`src/hw/rtl/bwa_pkg.sv`:
```
// bwa_pkg: widths, window sizes and divider request type of the bitrate window averager
// used by bwa_div, bitrate_window_averager, bwa_chk and the testbench; depends on nothing
`default_nettype none

package bwa_pkg;

  localparam int unsigned SHORT_WINDOW = 8;
  localparam int unsigned LONG_WINDOW  = 240;

  localparam int unsigned BYTES_W = 16;
  localparam int unsigned TIME_W  = 32;
  localparam int unsigned KBPS_W  = 20;
  localparam int unsigned AVG_W   = 19;

  // bytes * 8000 + elapsed / 2 stays below 2^31, and so do both sums
  localparam int unsigned DIV_W   = 31;
  localparam int unsigned DIV_CNT_W = $clog2(DIV_W + 1);

  localparam int unsigned RATE_SCALE   = 8000;
  localparam int unsigned SCALE_W      = 13;
  localparam int unsigned KBIT         = 1000;

  localparam int unsigned SHORT_IDX_W = (SHORT_WINDOW > 1) ? $clog2(SHORT_WINDOW) : 1;
  localparam int unsigned LONG_IDX_W  = $clog2(LONG_WINDOW);
  localparam int unsigned SHORT_SUM_W = $clog2(SHORT_WINDOW) + KBPS_W;
  localparam int unsigned LONG_SUM_W  = $clog2(LONG_WINDOW) + KBPS_W;

  localparam int unsigned IN_DATA_W  = 48;
  localparam int unsigned OUT_DATA_W = 40;

  typedef struct packed {
    logic             start;
    logic [DIV_W-1:0] num;
    logic [DIV_W-1:0] den;
  } bwa_div_req_t;

endpackage

`default_nettype wire

```
`src/hw/rtl/bwa_div.sv`:
```
// bwa_div: restoring divider, one quotient bit per cycle, a DIV_W-bit quotient per division
// depends on bwa_pkg
`default_nettype none

module bwa_div (
  input  wire logic                        clk_i,
  input  wire logic                        rst_ni,
  input  wire bwa_pkg::bwa_div_req_t       req_i,
  output logic [bwa_pkg::DIV_W-1:0]        quo_o,
  output logic                             done_o
);
  import bwa_pkg::*;

  logic [DIV_W-1:0]     rem_q, quo_q, den_q;
  logic [DIV_CNT_W-1:0] cnt_q;
  logic                 busy_q, done_q;
  logic [DIV_W:0]       trial, diff;
  logic                 ge;

  // shift the next numerator bit into the partial remainder
  always_comb begin
    trial = {rem_q, quo_q[DIV_W-1]};
    diff  = trial - {1'b0, den_q};
    ge    = (trial >= {1'b0, den_q});
  end

  always_ff @(posedge clk_i or negedge rst_ni) begin
    if (!rst_ni) begin
      busy_q <= 1'b0;
      done_q <= 1'b0;
      cnt_q  <= '0;
    end else if (req_i.start) begin
      busy_q <= 1'b1;
      done_q <= 1'b0;
      cnt_q  <= DIV_CNT_W'(DIV_W);
    end else if (busy_q) begin
      cnt_q <= cnt_q - 1'b1;
      if (cnt_q == DIV_CNT_W'(1)) begin
        busy_q <= 1'b0;
        done_q <= 1'b1;
      end
    end else begin
      done_q <= 1'b0;
    end
  end

  always_ff @(posedge clk_i) begin
    if (req_i.start) begin
      rem_q <= '0;
      quo_q <= req_i.num;
      den_q <= req_i.den;
    end else if (busy_q) begin
      rem_q <= ge ? diff[DIV_W-1:0] : trial[DIV_W-1:0];
      quo_q <= {quo_q[DIV_W-2:0], ge};
    end
  end

  assign quo_o  = quo_q;
  assign done_o = done_q;

endmodule

`default_nettype wire

```
`config.mk`:
```
export PLATFORM = sky130hd
export DESIGN_NAME = bwa_div
export DESIGN_NICKNAME = d
export VERILOG_FILES = /design/src/hw/rtl/bwa_pkg.sv /design/src/hw/rtl/bwa_div.sv
export SDC_FILE = /design/constraint.sdc
export NUM_CORES = 1
export LEC_CHECK = 0
export BUFFER_PORTS_ARGS = -buffer_cell sky130_fd_sc_hd__buf_2
export CORE_UTILIZATION = 60
export CTS_CLUSTER_DIAMETER = 80
export DETAILED_ROUTE_END_ITERATION = 12
export PLACE_DENSITY = 0.84
export SLEW_MARGIN = 20
export SYNTH_ARGS = -nofsm -noshare
export SYNTH_HDL_FRONTEND = slang
export SYNTH_SLANG_ARGS = --single-unit
```
`constraint.sdc`:
```
create_clock -name clk_i -period 7.8 [get_ports clk_i]
set_input_delay 0.78 -clock clk_i [delete_from_list [all_inputs] [get_ports clk_i]]
set_output_delay 0.78 -clock clk_i [all_outputs]
set_load 0.02 [all_outputs]
```
==> results.json, run 1 <==
{
  "max-clock-path-buffers": 2,
  "routed_wirelength_um": 13120,
  "use_met2_pct": 44.78,
  "cts_max_level": 3,
  "cts_tree": "done",
  "power_frac_comb_pct": 14.9,
  "route.detailed.drc": 0,
  "cts_hold_buf": 0,
  "synth_edf_count": 62,
  "fillers": 720,
  "drt_iter0_markers": 272,
  "die_y_um": 100.7,
  "final_nets": 749,
  "io_pins": 97,
  "grt_util_all_layers_pct": 27.10,
  "netlist_area_um2": 5841,
  "path_max_fanout": 22,
  "antenna_found_initial": 0,
  "grt_max_degree": 65,
  "switchingPower_uw": 305.5,
  "post-dp-hpwl_um": 9565,
  "gp_congestion": 0.9124,
  "p_sw_share_pct": 27.06,
  "slew_viol_final": 0,
  "seq_area_frac_synth_pct": 45.50,
  "grt_setup_unrepaired": "no",
  "slowest_stage": "a31oi_4",
  "numCtsBuffers": 9,
  "dpl-instance-area_um2": 6400,
  "overflow": 0,
  "critPathKind": "reg2reg",
  "start_util_pct": 62.62,
  "path_clk_slew_ps": 110,
  "status": "complete, no violations",
  "fin_crit_ps": 3901,
  "critPathMaxStageDelay_ps": 500,
  "cap_viol_max_count": 0,
  "drtPass1Iterations": 5,
  "skew_ps": 15.63,
  "synthCells": 561,
  "p_int_uw": 823.3,
  "final-setup-viol-count": 0,
  "hold_class": "in2async",
  "yosysTopAreaCellShare_pct": 31.88,
  "die_area_um2": 10130,
  "io_buffers": 96,
  "leakagePower_uw": 0.002834,
  "core_um2": 9328,
  "synthesis.nets": 660,
  "worstSetupStartpointType": "flop",
  "ys_seq_elements": 100,
  "hold_viol": 0,
  "grt_pass1_wl_um": 21310,
  "peakVddDrop_uv": 170.6,
  "ys.flop_type": "edfxtp_1",
  "vias_per_cell": 5.973,
  "die_w_um": 100.7,
  "yosysTopAreaCell": "edfxtp_1",
  "root_buffer": "clkbuf_8",
  "max_slew_margin_pct": 37.65,
  "required_ps": 8090,
  "fin_ws_ps": 3899,
  "clock-sinks": 100,
  "power_frac_clock_pct": 30.8,
  "fmax_mhz": 256.4,
  "top_usage_layer": "met2",
  "drive_above_1_share_pct": 23.97,
  "avgSynthCellArea_um2": 10.41,
  "cts-resized-gates": 0,
  "clock_latency_ps": 380,
  "post-route-period-util_pct": 50.01,
  "std_cell_rows": 35,
  "fin_area_um2": 6604,
  "postCtsSetupRepairBufs": 0,
  "antennaDiodeCount": 0,
  "arrival_ps": 4190,
  "grt_pass1_vias": 4544,
  "r2r_cells": 12,
  "grt_use_met1_pct": 35.22,
  "crit_path_cell_trace": "inv_1 > ha_1 > fa_1 > nand2b_1 > a21oi_2 > o31a_1 > o211ai_1 > a211o_1 > a31oi_4 > buf_4 > nand2_1 > o31ai_1",
  "yosysWarnings": 0,
  "worstMarginPinSlew_ps": 933.3,
  "synth_area_leaders": "edfxtp_1 32%, dfxtp_1 11%, ha_1 7.1%",
  "place_ws_ps": 4041,
  "antenna_left": 0,
  "synthArstFlopShare_pct": 7.000,
  "powerDensity_nw_per_um2": 170.9,
  "wire_per_inst_um": 16.74,
  "vias": 4683,
  "power_uw": 1129,
  "endpoint_kind": "flop",
  "p_seq_share_pct": 54.2,
  "area_delta_synth_final_pct": 13.07,
  "tns_ps": 0,
  "grtUsageMet3_pct": 6.311,
  "synth_cell_types": 63
}
==> registers in the layout, summed over array words and instances, names as in the netlist <==
signal and count:
den_q 31, rem_q 31, done_o 1, cnt_q 5, quo_o 31, busy_q 1
==> synthesized netlist by cell type, types with 4 or more instances <==
library cell and n:
and3_1 6, o21a_1 4, clkbuf_1 12, nand2b_1 10, edfxtp_1 62, a31oi_1 5
nor2_1 32, mux2i_1 18, dfrtp_1 7, a21o_1 15, ha_1 33, o2bb2a_1 6
nor2b_1 5, a211oi_1 14, xnor2_1 17, xor2_1 11, dfxtp_1 31, inv_1 45
mux2_2 33, nand3_1 11, o21ai_1 4, o211ai_1 6, o21ai_0 28, o31ai_1 5
a21oi_1 28, nor3_1 5, nand2_1 44, a211o_1 5
==> logic make-up after synthesis <==
| family | after synthesis | synth area share [%] |
|---|---|---|
| multiplexers | 51 | 9.447 |
| buffers and inverters | 68 | 4.991 |
| adder cells (fa/ha/maj) | 34 | 7.412 |
| flip-flops | 100 | 45.50 |
| XOR/XNOR | 28 | 4.199 |
| AND/OR/NAND/NOR | 130 | 10.69 |
| AO/OA/AOI/OAI | 150 | 17.76 |
==> final cells by class <==
cell class,instances,area (um2),share of cell area (%)
Clock buffer,10,127.6,1.933
Inverter,45,168.9,2.558
Clock inverter,6,76.32,1.156
Tap cell,129,161.4,2.444
Timing Repair Buffer,101,520.5,7.882
Sequential cell,100,2658,40.24
Multi-Input combinational cell,393,2892,43.79
==> placed cells by master, fill, tap and decap left out, types with 10 or more instances in the layout <==
cell / n
a21oi_1: 28
nor2_1: 32
edfxtp_1: 62
nand2b_1: 10
o21ai_0: 28
xor2_1: 11
mux2_2: 33
ha_1: 33
buf_2: 95
mux2i_1: 18
a211oi_1: 14
a21o_1: 15
nand2_1: 44
nand3_1: 11
inv_1: 45
xnor2_1: 17
dfxtp_1: 31
==> worst paths after layout <==
check,start,end,slack [ps]
worst max register to register,quo_o[30],rem_q[28],3900
worst min-delay path,rst_ni,done_o,210
worst min register to register,rem_q[11],rem_q[11],490
max in group asynchronous,rst_ni,cnt_q[3],7420
min in group clk_i,rem_q[11],rem_q[11],490
worst max-delay path,quo_o[30],rem_q[28],3900
==> power by group through the flow <==
stage,logic (uW),clock network [uW],registers [uW]
floorplan,89.8,0,642
global placement,160,0,622
detailed placement,167,0,624
CTS,168,354,612
global route,184,373,616
finish,169,348,612
==> layer usage <==
layer	wire length [um]	share of wire [%]
met5	0	0
met4	257	2.0
met3	929	7.1
met2	6478	49
met1	5458	42
==> worst max-delay path: cells and delay by family, from the launching register on <==
family	cells	cell delay, ps
compound gates	6	1750
fa+ha+maj	2	640
simple gates	2	570
buf+inv	2	480
flops	1	370
==> per-stage QoR <==
| stage | hold slack [ps] | cells | utilization (%) |
|---|---|---|---|
| after floorplan | 452.6 | 561 | - |
| after global placement | 465.8 | 768 | 68.61 |
| after detailed placement | 479.9 | 768 | 68.61 |
| after CTS | 203.3 | 784 | 70.80 |
| after global routing | 203.6 | 784 | 70.80 |
| final | 210.2 | 784 | 70.80 |
No activity file was read; power rests on OpenSTA's default activity.
==> run 2: changes to the inputs <==
- ABC_AREA: not set -> 1
- CORE_UTILIZATION: 60 -> 58
- PLACE_DENSITY: 0.84 -> 0.81
- clock period: 7.8 -> 4 ns (I/O delays scaled with it)
==> run 2 against run 1 <==
Against the previous run:
- fmax rose by 48%
- utilization fell by 2.2 points
- combinational power increased to 15 times the previous value
- setup slack lost 2500 ps
- via count increased by 29%
- wire length rose by 14%
- clock power rose by 150%
- critical path type unchanged
- critical endpoint is now rem_q[2]
- largest cell class unchanged
==> results.json, run 2 <==
{
  "status": "complete, no violations",
  "required_ps": 4240,
  "worstMarginPinSlew_ps": 961.5,
  "timing.critical_path.from": "quo_o[30]",
  "power_frac_comb_pct": 52.8,
  "final_common_cell": "nand2_1",
  "drt_iter0_markers": 364,
  "final_nets": 1156,
  "endpoint_kind": "flop",
  "mostFrequentLayoutCells": "401 x nand2_1, 173 x inv_1, 96 x buf_2",
  "seq_area_um2": 2658,
  "vias_per_cell": 5.022,
  "synth_area_leaders": "edfxtp_1 28%, nand2_1 22%, inv_1 9.6%",
  "leakagePower_uw": 0.004215,
  "post-dp-hpwl_um": 11380,
  "std_cell_rows": 38,
  "clock-sinks": 100,
  "synthArstFlopShare_pct": 7.000,
  "io_buffers": 96,
  "die_y_um": 109.8,
  "gp_congestion": 0.9011,
  "routed_wirelength_um": 14940,
  "hold_viol": 0,
  "p_int_uw": 2677,
  "post-synth-top-count-cell": "nand2_1",
  "p_seq_share_pct": 29.5,
  "final-setup-viol-count": 0,
  "fin_crit_ps": 2641,
  "fmax_mhz": 378.7,
  "ys_seq_elements": 100,
  "antennaDiodeCount": 0,
  "numCtsBuffers": 9,
  "die_w_um": 109.8,
  "yosysWarnings": 0,
  "tns_ps": 0,
  "multiInputGateArea_um2": 3259,
  "arrival_ps": 2880,
  "power_frac_clock_pct": 17.7,
  "synth_cell_types": 39,
  "start_util_pct": 60.81,
  "fillers": 970,
  "place_inst": 1185,
  "post-route-period-util_pct": 66.02,
  "clock_latency_ps": 350,
  "synthesis.nets": 1066,
  "ys.flop_type": "edfxtp_1",
  "ys_top_cells_by_count": "401 x nand2_1, 173 x inv_1, 71 x nand3_1",
  "die_area_um2": 12050,
  "hold_start": "req_i[9]",
  "avgSynthCellArea_um2": 6.966,
  "route.detailed.drc": 0,
  "peakVddDrop_uv": 389.6,
  "cap_viol_max_count": 0,
  "seq_area_frac_synth_pct": 39.45,
  "grt_max_degree": 43,
  "synthCells": 967,
  "cts_tree": "done",
  "final_cell_count_no_fill": 1202,
  "path_max_fanout": 33,
  "grt_setup_unrepaired": "no",
  "area_delta_synth_final_pct": 12.78,
  "grt_pass1_wl_um": 24720,
  "synth_edf_count": 62,
  "cts_max_level": 3,
  "hold_class": "in2reg",
  "critPathKind": "reg2reg",
  "max-clock-path-buffers": 2,
  "reg2reg_from": "quo_o[30]",
  "switchingPower_uw": 2177,
  "grt_util_all_layers_pct": 26.58,
  "powerDensity_nw_per_um2": 638.9,
  "io_pins": 97,
  "slew_viol_final": 0,
  "vias": 6036,
  "yosysTopAreaCellShare_pct": 27.64,
  "path_clk_slew_ps": 80,
  "max_slew_margin_pct": 35.83,
  "antenna_left": 0,
  "overflow": 0,
  "drive_above_1_share_pct": 13.94,
  "cts-resized-gates": 0,
  "antenna_found_initial": 0,
  "worstSetupStartpointType": "flop",
  "wire_per_inst_um": 12.43,
  "yosysTopAreaCell": "edfxtp_1",
  "p_sw_share_pct": 44.85,
  "drtPass1Iterations": 5,
  "grt_pass1_vias": 5461,
  "root_buffer": "clkbuf_16",
  "netlist_area_um2": 6736,
  "skew_ps": 7.840,
  "core_um2": 11080
}
==> run 2: changes by cell type after synthesis, moves of 8 or more <==
| cell | delta |
|---|---|
| a211oi_1 | -14 |
| o21ai_1 | +8 |
| o21ai_0 | -23 |
| xor2_1 | -9 |
| a21o_1 | -15 |
| inv_1 | +128 |
| nand2_1 | +357 |
| nand3b_1 | +15 |
| nor2_1 | +14 |
| mux2i_1 | -18 |
| nand3_1 | +60 |
| a21oi_1 | -14 |
| nand2b_1 | -10 |
| mux2_2 | -33 |
==> run 2: power by group through the flow <==
stage / Sequential [uW] / Combinational (uW) / Clock (uW)
3_5_place_dp: 1450 / 2530 / 0
4_1_cts: 1430 / 2550 / 874
5_1_grt: 1460 / 2920 / 916
6_report: 1430 / 2560 / 857
3_3_place_gp: 1450 / 2500 / 0
2_1_floorplan: 1470 / 2040 / 0
==> run 2: final timing paths <==
path / cells after the start / slack [ps] / end
min in group asynchronous: 2 / 400 / cnt_q[3]
hold reg to reg: 2 / 470 / rem_q[15]
hold / removal: 1 / 210 / den_q[9]
max in group asynchronous: 2 / 3450 / busy_q
setup reg to reg: 15 / 1360 / rem_q[2]
setup / recovery: 15 / 1360 / rem_q[2]
==> run 2: through the flow <==
step | util (%) | total power (uW) | setup slack, ps | area, um2 | hold WS [ps]
finish | 68.58 | 4854 | 1359 | 7597 | 213.5
global route | 68.58 | 5293 | 1135 | 7597 | 201.7
CTS | 68.58 | 4858 | 1354 | 7597 | 205.3
detailed placement | 65.83 | 3982 | 1365 | 7293 | 239.6
global placement | 65.83 | 3948 | 1457 | 7293 | 238.6
floorplan | - | 3506 | 1663 | 6736 | 104.4
==> run 2: kinds of logic after synthesis <==
group | count (synthesis) | synth area share (%)
xor gates and xnor gates | 15 | 1.950
and+or+nand+nor | 574 | 36.74
adders and majority gates | 34 | 6.427
AOI/OAI and AO/OA | 38 | 3.232
buffers and inverters | 206 | 12.20
DFF | 100 | 39.45
==> run 2: routing by layer <==
metal  up-vias  GRT usage (%)  wire (um)
li1       3153              -          -
met1      2694          34.72       6858
met2       170          44.83       7048
met3        19          4.624        796
met4         0          8.286        236
met5         -              0          0
==> run 2: cell type report <==
class | count | share of cell area, %
Multi-Input combinational cell | 661 | 42.90
Sequential cell | 100 | 34.98
Inverter | 184 | 9.091
Timing Repair Buffer | 101 | 6.851
Clock buffer | 9 | 2.964
Tap cell | 140 | 2.306
Clock inverter | 7 | 0.9058
==> run 2: repair_timing <==
item | CTS | global route
setup buffers | 0 | 0
hold buffers | 1 | 0
endpoints found under the hold margin | 7 | 0
==> run 2: worst max-delay path: stages (launching register included) <==
cell      delay [ps]
edfxtp_1         350
inv_1             70
ha_1             220
fa_1             400
inv_1            100
nand2_1           60
nand2_1           70
nand3_1           80
nand2_2          120
nand2_2           70
nand3_2           80
nand2_4          230
nand2_4          410
nand2_1          100
nand3_1           90
o21ai_1           60
